**config.mk**
```make
export PLATFORM = sky130hd
export DESIGN_NAME = marked_id_set_table_unit_flat
export DESIGN_NICKNAME = d
export VERILOG_FILES = /design/src/sv/mids_pkg.sv /design/src/sv/mids_in_if.sv /design/src/sv/mids_out_if.sv /design/src/sv/mids_ram.sv /design/src/sv/marked_id_set_table_unit.sv /design/src/flat_wrapper.sv
export VERILOG_INCLUDE_DIRS = /design/src /design/src/sv
export SDC_FILE = /design/constraint.sdc
export NUM_CORES = 2
export LEC_CHECK = 0
export ABC_AREA = 1
export ABC_CLOCK_PERIOD_IN_PS = 7800
export BUFFER_PORTS_ARGS = -buffer_cell sky130_fd_sc_hd__buf_2
export CORE_ASPECT_RATIO = 1.5
export CORE_MARGIN = 3
export CORE_UTILIZATION = 40
export CTS_BUF_LIST = sky130_fd_sc_hd__clkbuf_16
export DETAILED_ROUTE_END_ITERATION = 8
export PLACE_DENSITY_LB_ADDON = 0.25
export SETUP_SLACK_MARGIN = 0.1
export SLEW_MARGIN = 20
export SYNTH_ARGS = -nofsm -noshare
export SYNTH_HDL_FRONTEND = slang
export SYNTH_SLANG_ARGS = --single-unit
```
**constraint.sdc**
```tcl
create_clock -name clk_i -period 7.8 [get_ports clk_i]
set_clock_uncertainty 0.15 [all_clocks]
set_input_delay 2.34 -clock clk_i [delete_from_list [all_inputs] [get_ports clk_i]]
set_output_delay 2.34 -clock clk_i [all_outputs]
set_load 0.05 [all_outputs]
```
**src/sv/marked_id_set_table_unit_defines.svh**
```systemverilog
// ----------------------------------------------------------------------------
// Marked id set table - assertion macros
// Concurrent assertion helpers; they compile away under SYNTHESIS.
// ----------------------------------------------------------------------------
`ifndef MARKED_ID_SET_TABLE_UNIT_DEFINES_SVH
`define MARKED_ID_SET_TABLE_UNIT_DEFINES_SVH

`ifndef SYNTHESIS
// plain property check, reset masked
`define MIDS_ASSERT(lbl, clk, rst_n, prop, msg) \
  lbl: assert property (@(posedge clk) disable iff (!rst_n) prop) else $error(msg);
// implication check built on the one above
`define MIDS_ASSERT_IMPL(lbl, clk, rst_n, ante, cons, msg) \
  `MIDS_ASSERT(lbl, clk, rst_n, (ante) |-> cons, msg)
`else
`define MIDS_ASSERT(lbl, clk, rst_n, prop, msg)
`define MIDS_ASSERT_IMPL(lbl, clk, rst_n, ante, cons, msg)
`endif

`endif

```
**src/sv/mids_pkg.sv**
```systemverilog
// ----------------------------------------------------------------------------
// Marked id set table - package
// Operation, status and mark codes plus sequencer states.
// ----------------------------------------------------------------------------
package mids_pkg;

  localparam int unsigned IdW    = 32;
  localparam int unsigned FuncW  = 3;
  localparam int unsigned StatW  = 2;
  localparam int unsigned MarkW  = 2;
  localparam int unsigned CountW = 7;

  typedef enum logic [FuncW-1:0] {
    FUNC_ADD        = 3'd0,
    FUNC_CLEAR      = 3'd1,
    FUNC_TAKE_NEW   = 3'd2,
    FUNC_TAKE_STALE = 3'd3,
    FUNC_REMOVE     = 3'd4
  } func_e;

  typedef enum logic [StatW-1:0] {
    STATUS_OK      = 2'd0,
    STATUS_NONE    = 2'd1,
    STATUS_PRESENT = 2'd2,
    STATUS_FULL    = 2'd3
  } status_e;

  typedef enum logic [MarkW-1:0] {
    MARK_SEEN  = 2'd0,
    MARK_NEW   = 2'd1,
    MARK_STALE = 2'd2
  } mark_e;

  typedef enum logic [2:0] {
    FSM_IDLE,
    FSM_SCAN,
    FSM_CLEAR,
    FSM_SHIFT,
    FSM_RESP
  } fsm_e;

endpackage

```
**src/sv/mids_in_if.sv**
```systemverilog
// ----------------------------------------------------------------------------
// Marked id set table - command channel
// valid/ready channel carrying one operation beat.
// ----------------------------------------------------------------------------
interface mids_in_if
  import mids_pkg::*;
();
  logic              valid;
  logic              ready;
  logic [FuncW-1:0]  func;
  logic signed [IdW-1:0] id;

  modport source (output valid, output func, output id, input ready);
  modport sink   (input valid, input func, input id, output ready);
endinterface

```
**src/sv/mids_out_if.sv**
```systemverilog
// ----------------------------------------------------------------------------
// Marked id set table - result channel
// valid/ready channel carrying one result beat.
// ----------------------------------------------------------------------------
interface mids_out_if
  import mids_pkg::*;
();
  logic                  valid;
  logic                  ready;
  logic [StatW-1:0]      status;
  logic signed [IdW-1:0] id_out;
  logic [CountW-1:0]     count;

  modport source (output valid, output status, output id_out, output count, input ready);
  modport sink   (input valid, input status, input id_out, input count, output ready);
endinterface

```
**src/sv/mids_ram.sv**
```systemverilog
// ----------------------------------------------------------------------------
// Marked id set table - generic RAM
// One write port, one read port, registered read data, no reset.
// ----------------------------------------------------------------------------
module mids_ram #(
  parameter int unsigned Width = 32,
  parameter int unsigned Depth = 64
) (
  input  logic                     clk_i,
  input  logic                     we_i,
  input  logic [$clog2(Depth)-1:0] waddr_i,
  input  logic [Width-1:0]         wdata_i,
  input  logic [$clog2(Depth)-1:0] raddr_i,
  output logic [Width-1:0]         rdata_o
);

  logic [Width-1:0] mem_q [Depth];
  logic [Width-1:0] rdata_q;

  always_ff @(posedge clk_i) begin
    if (we_i) begin
      mem_q[waddr_i] <= wdata_i;
    end
    rdata_q <= mem_q[raddr_i];
  end

  assign rdata_o = rdata_q;

endmodule

```
**src/sv/marked_id_set_table_unit.sv**
```systemverilog
// Flow: unused codes go straight to the response, clear marks every entry stale,
//   and add, take and remove scan the table in order (one entry a cycle).
// Commands: one item at a time, bounded by the single read port of the id/mark
//   RAMs; the next beat is taken while a result waits.
// Reset clears control and the count; the table is empty at once, RAM contents
//   are never cleared.
// ----------------------------------------------------------------------------
// Marked id set table unit
// Ordered table of distinct ids with new/seen/stale marks, driven by a small
// sequencer over one pipelined RAM read port and one write port.
// ----------------------------------------------------------------------------
`include "marked_id_set_table_unit_defines.svh"

module marked_id_set_table_unit
  import mids_pkg::*;
#(
  parameter int unsigned MAX_IDS = 64
) (
  input  logic clk_i,
  input  logic rst_ni,
  mids_in_if.sink    in_i,
  mids_out_if.source out_o
);

  localparam int unsigned AddrW = $clog2(MAX_IDS);
  localparam int unsigned CntW  = $clog2(MAX_IDS + 1);

  // sequencer and command registers
  fsm_e              state_q, state_d;
  func_e             func_q, func_d;
  logic [IdW-1:0]    id_q, id_d;
  logic [CntW-1:0]   cnt_q, cnt_d;    // entries held
  logic [CntW-1:0]   ptr_q, ptr_d;    // next RAM read / clear address
  logic              pend_q, pend_d;  // read data for pidx_q arrives this cycle
  logic [CntW-1:0]   pidx_q, pidx_d;

  // result being built and output register
  status_e           res_stat_q, res_stat_d;
  logic [IdW-1:0]    res_id_q, res_id_d;
  logic              out_vld_q, out_vld_d;
  logic [StatW-1:0]  out_stat_q, out_stat_d;
  logic [IdW-1:0]    out_id_q, out_id_d;
  logic [CountW-1:0] out_cnt_q, out_cnt_d;

  // RAM ports
  logic              ids_we, marks_we;
  logic [CntW-1:0]   waddr;
  logic [IdW-1:0]    ids_wdata, ids_rdata;
  logic [MarkW-1:0]  marks_wdata, marks_rdata;

  logic in_acc, out_acc, issue, hit, scan_hit, scan_end, out_free;

  assign in_acc   = in_i.valid && in_i.ready;
  assign out_acc  = out_vld_q && out_o.ready;
  assign out_free = !out_vld_q || out_o.ready;
  assign issue    = ptr_q < cnt_q;

  // match test on the entry whose read data is back this cycle;
  // take stale and remove start at entry 1, so entry 0 is never touched
  always_comb begin
    case (func_q)
      FUNC_ADD, FUNC_REMOVE: hit = ids_rdata == id_q;
      FUNC_TAKE_NEW:         hit = marks_rdata == MARK_NEW;
      FUNC_TAKE_STALE:       hit = marks_rdata == MARK_STALE;
      default:               hit = 1'b0;
    endcase
  end

  assign scan_hit = (state_q == FSM_SCAN) && pend_q && hit;
  assign scan_end = (state_q == FSM_SCAN) && !pend_q && !issue;

  // next state
  always_comb begin
    state_d = state_q;
    case (state_q)
      FSM_IDLE: begin
        if (in_acc) begin
          case (func_e'(in_i.func))
            FUNC_ADD, FUNC_TAKE_NEW,
            FUNC_TAKE_STALE, FUNC_REMOVE: state_d = FSM_SCAN;
            FUNC_CLEAR:                   state_d = FSM_CLEAR;
            default:                      state_d = FSM_RESP;
          endcase
        end
      end
      FSM_SCAN: begin
        if (scan_hit) begin
          if (func_q == FUNC_TAKE_STALE || func_q == FUNC_REMOVE) begin
            state_d = FSM_SHIFT;
          end else begin
            state_d = FSM_RESP;
          end
        end else if (scan_end) begin
          state_d = FSM_RESP;
        end
      end
      FSM_CLEAR: begin
        if (!issue) state_d = FSM_RESP;
      end
      FSM_SHIFT: begin
        if (!issue && !pend_q) state_d = FSM_RESP;
      end
      FSM_RESP: begin
        if (out_free) state_d = FSM_IDLE;
      end
      default: state_d = FSM_IDLE;
    endcase
  end

  // datapath and RAM control
  always_comb begin
    func_d      = func_q;
    id_d        = id_q;
    cnt_d       = cnt_q;
    ptr_d       = ptr_q;
    pend_d      = 1'b0;
    pidx_d      = pidx_q;
    res_stat_d  = res_stat_q;
    res_id_d    = res_id_q;
    out_vld_d   = out_vld_q;
    out_stat_d  = out_stat_q;
    out_id_d    = out_id_q;
    out_cnt_d   = out_cnt_q;
    ids_we      = 1'b0;
    marks_we    = 1'b0;
    waddr       = pidx_q;
    ids_wdata   = ids_rdata;
    marks_wdata = marks_rdata;

    if (out_acc) out_vld_d = 1'b0;

    case (state_q)
      FSM_IDLE: begin
        if (in_acc) begin
          func_d   = func_e'(in_i.func);
          id_d     = in_i.id;
          res_id_d = '0;
          case (func_e'(in_i.func))
            FUNC_TAKE_NEW: begin
              res_stat_d = STATUS_NONE;
              ptr_d      = '0;
            end
            FUNC_TAKE_STALE, FUNC_REMOVE: begin
              res_stat_d = STATUS_NONE;
              ptr_d      = CntW'(1);
            end
            default: begin
              res_stat_d = STATUS_OK;
              ptr_d      = '0;
            end
          endcase
        end
      end
      FSM_SCAN: begin
        // one read issued per cycle, compared in the next cycle on the registered read data
        pend_d = issue;
        pidx_d = ptr_q;
        if (issue) ptr_d = ptr_q + CntW'(1);
        if (scan_hit) begin
          pend_d = 1'b0;
          case (func_q)
            FUNC_ADD: begin
              marks_we    = 1'b1;
              marks_wdata = MARK_SEEN;
              res_stat_d  = STATUS_PRESENT;
            end
            FUNC_TAKE_NEW: begin
              marks_we    = 1'b1;
              marks_wdata = MARK_SEEN;
              res_stat_d  = STATUS_OK;
              res_id_d    = ids_rdata;
            end
            FUNC_TAKE_STALE: begin
              res_stat_d = STATUS_OK;
              res_id_d   = ids_rdata;
              ptr_d      = pidx_q + CntW'(1);
            end
            default: begin
              res_stat_d = STATUS_OK;
              ptr_d      = pidx_q + CntW'(1);
            end
          endcase
        end else if (scan_end && func_q == FUNC_ADD) begin
          if (cnt_q >= CntW'(MAX_IDS)) begin
            res_stat_d = STATUS_FULL;
          end else begin
            ids_we      = 1'b1;
            marks_we    = 1'b1;
            waddr       = cnt_q;
            ids_wdata   = id_q;
            marks_wdata = MARK_NEW;
            cnt_d       = cnt_q + CntW'(1);
          end
        end
      end
      FSM_CLEAR: begin
        if (issue) begin
          marks_we    = 1'b1;
          waddr       = ptr_q;
          marks_wdata = MARK_STALE;
          ptr_d       = ptr_q + CntW'(1);
        end
      end
      FSM_SHIFT: begin
        // move entry k+1 down to k, keeping order
        pend_d = issue;
        pidx_d = ptr_q;
        if (issue) ptr_d = ptr_q + CntW'(1);
        if (pend_q) begin
          ids_we   = 1'b1;
          marks_we = 1'b1;
          waddr    = pidx_q - CntW'(1);
        end
        if (!issue && !pend_q) cnt_d = cnt_q - CntW'(1);
      end
      FSM_RESP: begin
        if (out_free) begin
          out_vld_d  = 1'b1;
          out_stat_d = res_stat_q;
          out_id_d   = res_id_q;
          out_cnt_d  = CountW'(cnt_q);
        end
      end
      default: ;
    endcase
  end

  always_ff @(posedge clk_i or negedge rst_ni) begin
    if (!rst_ni) begin
      state_q   <= FSM_IDLE;
      cnt_q     <= '0;
      ptr_q     <= '0;
      pend_q    <= 1'b0;
      out_vld_q <= 1'b0;
    end else begin
      state_q   <= state_d;
      cnt_q     <= cnt_d;
      ptr_q     <= ptr_d;
      pend_q    <= pend_d;
      out_vld_q <= out_vld_d;
    end
  end

  always_ff @(posedge clk_i) begin
    func_q     <= func_d;
    id_q       <= id_d;
    pidx_q     <= pidx_d;
    res_stat_q <= res_stat_d;
    res_id_q   <= res_id_d;
    out_stat_q <= out_stat_d;
    out_id_q   <= out_id_d;
    out_cnt_q  <= out_cnt_d;
  end

  mids_ram #(
    .Width (IdW),
    .Depth (MAX_IDS)
  ) u_ids_ram (
    .clk_i   (clk_i),
    .we_i    (ids_we),
    .waddr_i (waddr[AddrW-1:0]),
    .wdata_i (ids_wdata),
    .raddr_i (ptr_q[AddrW-1:0]),
    .rdata_o (ids_rdata)
  );

  mids_ram #(
    .Width (MarkW),
    .Depth (MAX_IDS)
  ) u_marks_ram (
    .clk_i   (clk_i),
    .we_i    (marks_we),
    .waddr_i (waddr[AddrW-1:0]),
    .wdata_i (marks_wdata),
    .raddr_i (ptr_q[AddrW-1:0]),
    .rdata_o (marks_rdata)
  );

  assign in_i.ready   = state_q == FSM_IDLE;
  assign out_o.valid  = out_vld_q;
  assign out_o.status = out_stat_q;
  assign out_o.id_out = out_id_q;
  assign out_o.count  = out_cnt_q;

  // checks
  `MIDS_ASSERT(a_cnt_max, clk_i, rst_ni, cnt_q <= CntW'(MAX_IDS), "entry count above table size")
  `MIDS_ASSERT_IMPL(a_busy, clk_i, rst_ni, in_acc, ##1 (state_q != FSM_IDLE), "idle after beat")
  `MIDS_ASSERT_IMPL(a_shift, clk_i, rst_ni, state_d == FSM_SHIFT, cnt_d == cnt_q, "shift count")
  `MIDS_ASSERT_IMPL(a_pend_idle, clk_i, rst_ni, pend_q, !in_i.ready, "read pending while idle")

endmodule
```
**src/flat_wrapper.sv**
```systemverilog
// flat-port wrapper written by rule: the top's interface ports become plain ports
module marked_id_set_table_unit_flat import mids_pkg::*;
#(
  parameter int unsigned MAX_IDS = 64
)
  (clk_i, rst_ni, in_i_valid, in_i_func, in_i_id, in_i_ready, out_o_valid, out_o_status, out_o_id_out, out_o_count, out_o_ready);
  mids_in_if in_i_i ();
  mids_out_if out_o_i ();
  input  logic clk_i;
  input  logic rst_ni;
  input wire logic [$bits(in_i_i.valid)-1:0] in_i_valid;
  input wire logic [$bits(in_i_i.func)-1:0] in_i_func;
  input wire logic [$bits(in_i_i.id)-1:0] in_i_id;
  output wire logic [$bits(in_i_i.ready)-1:0] in_i_ready;
  output wire logic [$bits(out_o_i.valid)-1:0] out_o_valid;
  output wire logic [$bits(out_o_i.status)-1:0] out_o_status;
  output wire logic [$bits(out_o_i.id_out)-1:0] out_o_id_out;
  output wire logic [$bits(out_o_i.count)-1:0] out_o_count;
  input wire logic [$bits(out_o_i.ready)-1:0] out_o_ready;
  assign in_i_i.valid = in_i_valid;
  assign in_i_i.func = in_i_func;
  assign in_i_i.id = in_i_id;
  assign in_i_ready = in_i_i.ready;
  assign out_o_valid = out_o_i.valid;
  assign out_o_status = out_o_i.status;
  assign out_o_id_out = out_o_i.id_out;
  assign out_o_count = out_o_i.count;
  assign out_o_i.ready = out_o_ready;
  marked_id_set_table_unit #(.MAX_IDS(MAX_IDS)) u_core (.clk_i(clk_i), .rst_ni(rst_ni), .in_i(in_i_i), .out_o(out_o_i));
endmodule
```
[Word-level counts from Yosys, hierarchy flattened]
Memories as Yosys holds them, arrays and structs flattened. A register that Yosys moved wholly into a read port is not among the register bits.
Index checks and enable logic that the tools add are counted.
W data, S select, Z words.
Word-level totals
  register bits: 136
  RAM bits: 2176
  bits of input ports: 39
  word-level logic and storage cells: 148
  memories: 2
Memory list
  u_core.u_ids_ram.mem_q: words 64, width 32, rd ports 1, clocked after Yosys merged registers in 1, write ports 1, line mids_ram.sv:17  | logic [Width-1:0] mem_q [Depth];
  u_core.u_marks_ram.mem_q: words 64, width 2, rd ports 1, clocked after Yosys merged registers in 1, write ports 1, line mids_ram.sv:17
Cells by class
  add/sub/neg operators: 5
  order comparisons: 2
  equality and inequality tests: 26
  multiplexer cells: 66
  reductions and logical operators: 34
Operators by type and width (number)
  $mux W32: 7
  $pmux W32 S2: 1
  $mux W7: 8
  $eq A32 B32 Y1: 1
  $mux W6: 5
  $add A7 B1 Y7 const B: 3
  $mux W3: 7
  $pmux W7 S3: 1
  $mux W2: 10
  $eq A3 B2 Y1 const B: 6
  $pmux W6 S3: 1
  $mux W1: 17
  $pmux W3 S5: 1
  $pmux W7 S2: 1
  $ne A2 B2 Y1 const B: 6
  $reduce_or A2 Y1: 6
  $reduce_and A5 Y1: 2
  $eq A3 B3 Y1 const B: 3
  $logic_not A3 Y1: 3
  $logic_and A1 B1 Y1: 8
  $pmux W2 S2: 2
  $reduce_and A4 Y1: 2
  $ge A7 B7 Y1 const B: 1
  $lt A7 B7 Y1: 1
  18 further kinds: 30

[Logic depth before layout (Yosys ltp)]
  depth in word-level cells: 9
  depth in mapped cells: 19
  mapped depth without buffers: 18

[Modules after synthesis]
From an unflattened synthesis, not the netlist that was laid out.
Second synthesis, totals
  cell total of the unflattened synthesis: 8028
  area total of the unflattened synthesis: 95197.6 um^2
By module, submodules not included
  mids_ram (u_core.u_ids_ram): times used 1, cells each 6769, area each 82739.4 um^2
  marked_id_set_table_unit: times used 1, cells each 739, area each 6844.1 um^2
  mids_ram (u_core.u_marks_ram): times used 1, cells each 520, area each 5614.1 um^2

[Least setup slack after synthesis]
OpenSTA, ideal clock, no wires.
  kind: register to register
  from: register u_core.cnt_q[6]
  to: memory u_core.u_marks_ram.mem_q[0][1] (netlist bit) (data pin)
  setup time: 721 ps
  arrival time: 4813 ps
  required time: 6929 ps
  path slack: 2115 ps
  cell stages (with the launch flop): 13
  period minus slack after synthesis: 5685 ps
  cell sequence: dfrtp_1 > clkbuf_1 > inv_1 > ha_1 > nand2_1 > inv_2 > a21oi_2 > nand2_2 > buf_6 > buf_6 > nor2_1 > inv_1 > a211oi_1
On the way
  word-level cells in the longest chain between the ends: 7
  elaborated cells on any way between the ends: 10
Ends and longest elaborated chain
  start: declaration: line marked_id_set_table_unit.sv:32  | logic [CntW-1:0] cnt_q, cnt_d;
  start signal: assignment: line marked_id_set_table_unit.sv:237  | cnt_q <= cnt_d;
  $lt A7 B7 Y1: line marked_id_set_table_unit.sv:56  | assign issue = ptr_q < cnt_q;
  $logic_not A1 Y1: line marked_id_set_table_unit.sv:70  | assign scan_end = (state_q == FSM_SCAN) && !pend_q && !issue;
  $logic_and A1 B1 Y1: line marked_id_set_table_unit.sv:70
  $logic_and A1 B1 Y1: line marked_id_set_table_unit.sv:183  | end else if (scan_end && func_q == FUNC_ADD) begin
  $mux W2: line marked_id_set_table_unit.sv:183
  $mux W2: line marked_id_set_table_unit.sv:159  | if (scan_hit) begin
  $pmux W2 S2 *: line marked_id_set_table_unit.sv:132  | case (state_q)
  named net u_core.marks_wdata[1]: line marked_id_set_table_unit.sv:49  | logic [MarkW-1:0] marks_wdata, marks_rdata;
  end: declaration: line mids_ram.sv:17
Mark *: on every way through the listed nets, which the timed path passes. The rest lies on a longest branch.

[Worst setup path in the final report]
  from: register u_core.ptr_q[1]
  to: memory u_core.u_ids_ram.mem_q[49][21] (data pin)
On the way
  word-level cells in the longest chain between the ends: 7
Ends and longest elaborated chain
  start: declaration: line marked_id_set_table_unit.sv:33  | logic [CntW-1:0] ptr_q, ptr_d;
  start signal: assignment: line marked_id_set_table_unit.sv:238  | ptr_q <= ptr_d;
  $lt A7 B7 Y1: line marked_id_set_table_unit.sv:56
  $logic_not A1 Y1: line marked_id_set_table_unit.sv:70
  $logic_and A1 B1 Y1: line marked_id_set_table_unit.sv:70
  $logic_and A1 B1 Y1: line marked_id_set_table_unit.sv:183
  $mux W32: line marked_id_set_table_unit.sv:183
  $mux W32: line marked_id_set_table_unit.sv:159
  $mux W32: line marked_id_set_table_unit.sv:132
  named net u_core.ids_wdata[21]: line marked_id_set_table_unit.sv:48  | logic [IdW-1:0] ids_wdata, ids_rdata;
  end: declaration: line mids_ram.sv:17
The timed path passes the listed nets, and every way through them passes these cells.

==> flow_metrics.py <==
metrics = {
    "status": {
        "run_status": "finished, final reports clean",
    },
    "finish": {
        "final_common_cell": "edfxtp_1",
        "nNetsFinal": 7047,
        "postLayoutCoreUtil_pct": 45.1,
        "area.growth.synth_to_final_pct": 11.8,
        "drive_gt1_share_pct": 9.22,
        "layout_common_cells": "edfxtp_1, nor2_1, o21ai_0, nand2_1, nand3_1",
    },
    "floorplan": {
        "initial_core_util_pct": 40.3,
        "top_level_i_o_count": 82,
        "die_area_um2": 239000,
        "die_height_um": 597,
        "core_region_area_um2": 231000,
        "die_x_um": 400,
        "floorplan.rows": 216,
    },
    "critical_path": {
        "cp_data_arrival_time_ns": 5.52,
        "rr_worst_depth": 14,
        "cp_capture_type": "flip-flop",
        "worstPathRequired_ns": 8.16,
        "critical_path_peak_fanout": 71,
        "criticalPathCategory": "flip-flop to flip-flop",
        "timing.critical_path.from": "u_core.ptr_q[1]",
        "register_to_register_setup_slack_ns": 2.64,
        "critical_path.reg2reg.endpoint": "u_core.u_ids_ram.mem_q[49][21]",
        "crit_path_start_kind": "flip-flop",
        "reg2reg_from": "u_core.ptr_q[1]",
    },
    "clocking": {
        "ctsHoldBuffers": 0,
        "clockRootBuffer": "clkbuf_16",
        "cts_inserted_buffers": 209,
        "cts_repair_resize_count": 0,
        "post_cts_buffers": 0,
        "cts_buffer_depth": 4,
        "clkLatencyLatePin_ns": 0.88,
        "htree_num_levels": 4,
        "numClockSinks": 2346,
        "worst_setup_hold_path_clk_slew_ns": 0.07,
        "tritoncts": "built",
    },
    "grt": {
        "first_global_vias": 56600,
        "grt_start_max_net_pins": 179,
        "grt_remaining_overflow": 0,
        "globalRouteTotalUtil_pct": 22.8,
        "global_route_wire_length_before_repair_um": 401000,
        "grt_antenna_before_repair": 13,
    },
    "logic_synthesis": {
        "yosysSeqAreaShare_pct": 75.1,
        "synthDistinctLibCells": 43,
        "syn_nets": 7064,
        "post_synth.cell_area_avg_um2": 13.3,
        "area_of_the_mapped_netlist_um2": 93200,
        "yosys_register_bits": 2346,
        "ys_warn_count": 0,
        "synthesis.instances": 7010,
    },
    "drt": {
        "detail_route.wl_per_cell_um": 27.4,
        "postRouteWirelength_um": 280000,
        "num_vias": 58300,
        "drtIter0Drc": 6340,
        "routed_vias_inst": 5.71,
        "detail_route.first_pass.iterations": 9,
        "route.antenna.remaining_nets": 0,
        "remaining_drc_errors": 0,
    },
    "hold_path": {
        "hold_wc_startpoint": "u_core.res_id_q[30]",
        "worstHoldEndpoint": "u_core.out_o.id_out[30]",
        "min-delay-path-class": "flip-flop to flip-flop",
        "hold-path-cell-count": 0,
    },
    "sta": {
        "sum_of_negative_setup_slack_ns": 0,
        "highest_clock_rate_ghz": 0.194,
        "timing_worst_slew_pin_value_ns": 1.10,
        "report.final.setup_viol": 0,
        "period_needed_ns": 5.16,
        "timing.max_slew.rel_slack_pct": 26.5,
        "min_setup_slack_post_route_ns": 2.64,
        "final_worst_path_period_share_pct": 66.1,
        "rsz_0062_raised_after_global_routing": "false",
        "final_hold_viol_count": 0,
        "drv_slew": 0,
    },
    "placement": {
        "post-place-ws_ns": 2.67,
        "dp.final_hpwl_um": 166000,
        "placement.io_buffers": 81,
        "final_weighted_congestion_of_routability_driven_global_placement": 0.957,
    },
    "power": {
        "power.leakage_nw": 33.2,
        "power_per_cell_area_nw_per_um2": 374,
        "p_total_mw": 39.0,
        "vdd_ir_drop_max_mv": 0.385,
    },
    "run": {
        "maxCapViolCount": 0,
    },
}
## worst max-delay path: stages, from the launching register on
cell and delay, ns:
dfrtp_4 0.77, ha_1 0.42, nand2_1 0.06, inv_1 0.06
nand2_1 0.05, nand2_1 0.06, nand2_1 0.10, nand2_2 0.35
nand3_4 0.24, nor2_4 0.20, buf_4 0.58, buf_4 0.62
nand2_1 0.21, o21ai_4 0.10, buf_4 0.64
## kinds of logic (layout without fill, tap and decap cells)
logic type,Yosys count,in the layout,synth area share [%]
xor gates and xnor gates,27,27,0.254
other,0,3,0
DFF,2346,2346,75.1
adders and majority gates,15,15,0.209
and+or+nand+nor,2467,2467,10.7
muxes,135,135,1.45
buffers and inverters,590,729,2.52
AOI/OAI and AO/OA,1430,1430,9.81
## per-stage QoR
stage               cells  area (µm²)  hold slack (ns)
detailed placement   9832       97900            0.255
global route        10200      104000            0.274
finish              10200      104000            0.265
floorplan            7010       93200            0.250
global placement     9826       97800            0.253
CTS                 10200      104000            0.264
## power by group
| group | leakage, nW | switching, mW | total (mW) | internal [mW] |
|---|---|---|---|---|
| logic | 8.75 | 9.78 | 12.6 | 2.80 |
| registers | 21.2 | 0.440 | 16.7 | 16.2 |
| clock network | 3.29 | 4.49 | 9.75 | 5.26 |
## worst max path at each step
stage / to / slack (ns) / depth (start not counted)
after floorplan: u_core.u_marks_ram.mem_q[0][1] / 2.12 / 12
after global placement: u_core.u_ids_ram.mem_q[1][6] / 2.67 / 15
after detailed placement: u_core.u_ids_ram.mem_q[12][7] / 2.67 / 14
after CTS: u_core.u_ids_ram.mem_q[15][7] / 2.62 / 11
after global routing: u_core.u_ids_ram.mem_q[15][7] / 2.40 / 14
final: u_core.u_ids_ram.mem_q[49][21] / 2.64 / 14
## layout make-up
cell class	instances	area [µm²]
diodes	3	7.51
multi-input cells	4074	21800
well taps	3052	3820
fillers	20700	127000
repair buffers	239	1850
clock inverters	153	907
inverters	123	487
clock buffers	214	5360
flip-flops and latches	2346	70000
## synth_stat cells (all sizes together)
library cell / count / area share [%]
a211oi: 1 / 0.0081
a21oi: 101 / 0.55
a31oi: 1 / 0.0067
buf: 140 / 0.71
clkbuf: 327 / 1.3
clkinv: 1 / 0.0040
dfrtp: 19 / 0.51
dfxtp: 34 / 0.73
edfxtp: 2293 / 74
fa: 1 / 0.021
ha: 14 / 0.19
inv: 122 / 0.49
mux2i: 135 / 1.4
nand2: 513 / 2.1
nand3: 307 / 1.7
nand3b: 6 / 0.048
nand4: 15 / 0.13
nor2: 1608 / 6.6
nor3: 7 / 0.050
nor3b: 1 / 0.0081
nor4: 2 / 0.013
o211ai: 151 / 1.2
o21ai: 740 / 4.0
o221ai: 122 / 1.1
o22ai: 14 / 0.094
o31ai: 1 / 0.0081
o32ai: 299 / 2.8
or2: 8 / 0.054
xnor2: 9 / 0.085
xor2: 18 / 0.17
## state kept, by name, summed over array words and instances, names as in the netlist
signal	cells
u_core.cnt_q	7
u_core.func_q	3
u_core.id_q	32
u_core.out_o.count	7
u_core.out_o.id_out	32
u_core.out_o.status	2
u_core.out_o.valid	1
u_core.pend_q	1
u_core.pidx_q	7
u_core.ptr_q	7
u_core.res_id_q	32
u_core.res_stat_q	2
u_core.state_q	3
u_core.u_ids_ram.mem_q	2048
u_core.u_ids_ram.rdata_o	32
u_core.u_marks_ram.mem_q	128
u_core.u_marks_ram.rdata_o	2
## routing by layer
metal	track usage [%]	wire (µm)	vias to the layer above
li1	-	-	25900
met1	27.3	105000	29700
met2	39.3	139000	2114
met3	2.69	15900	537
met4	14.3	20100	2
met5	0	10	-
Power figures use the tool's default switching activity.
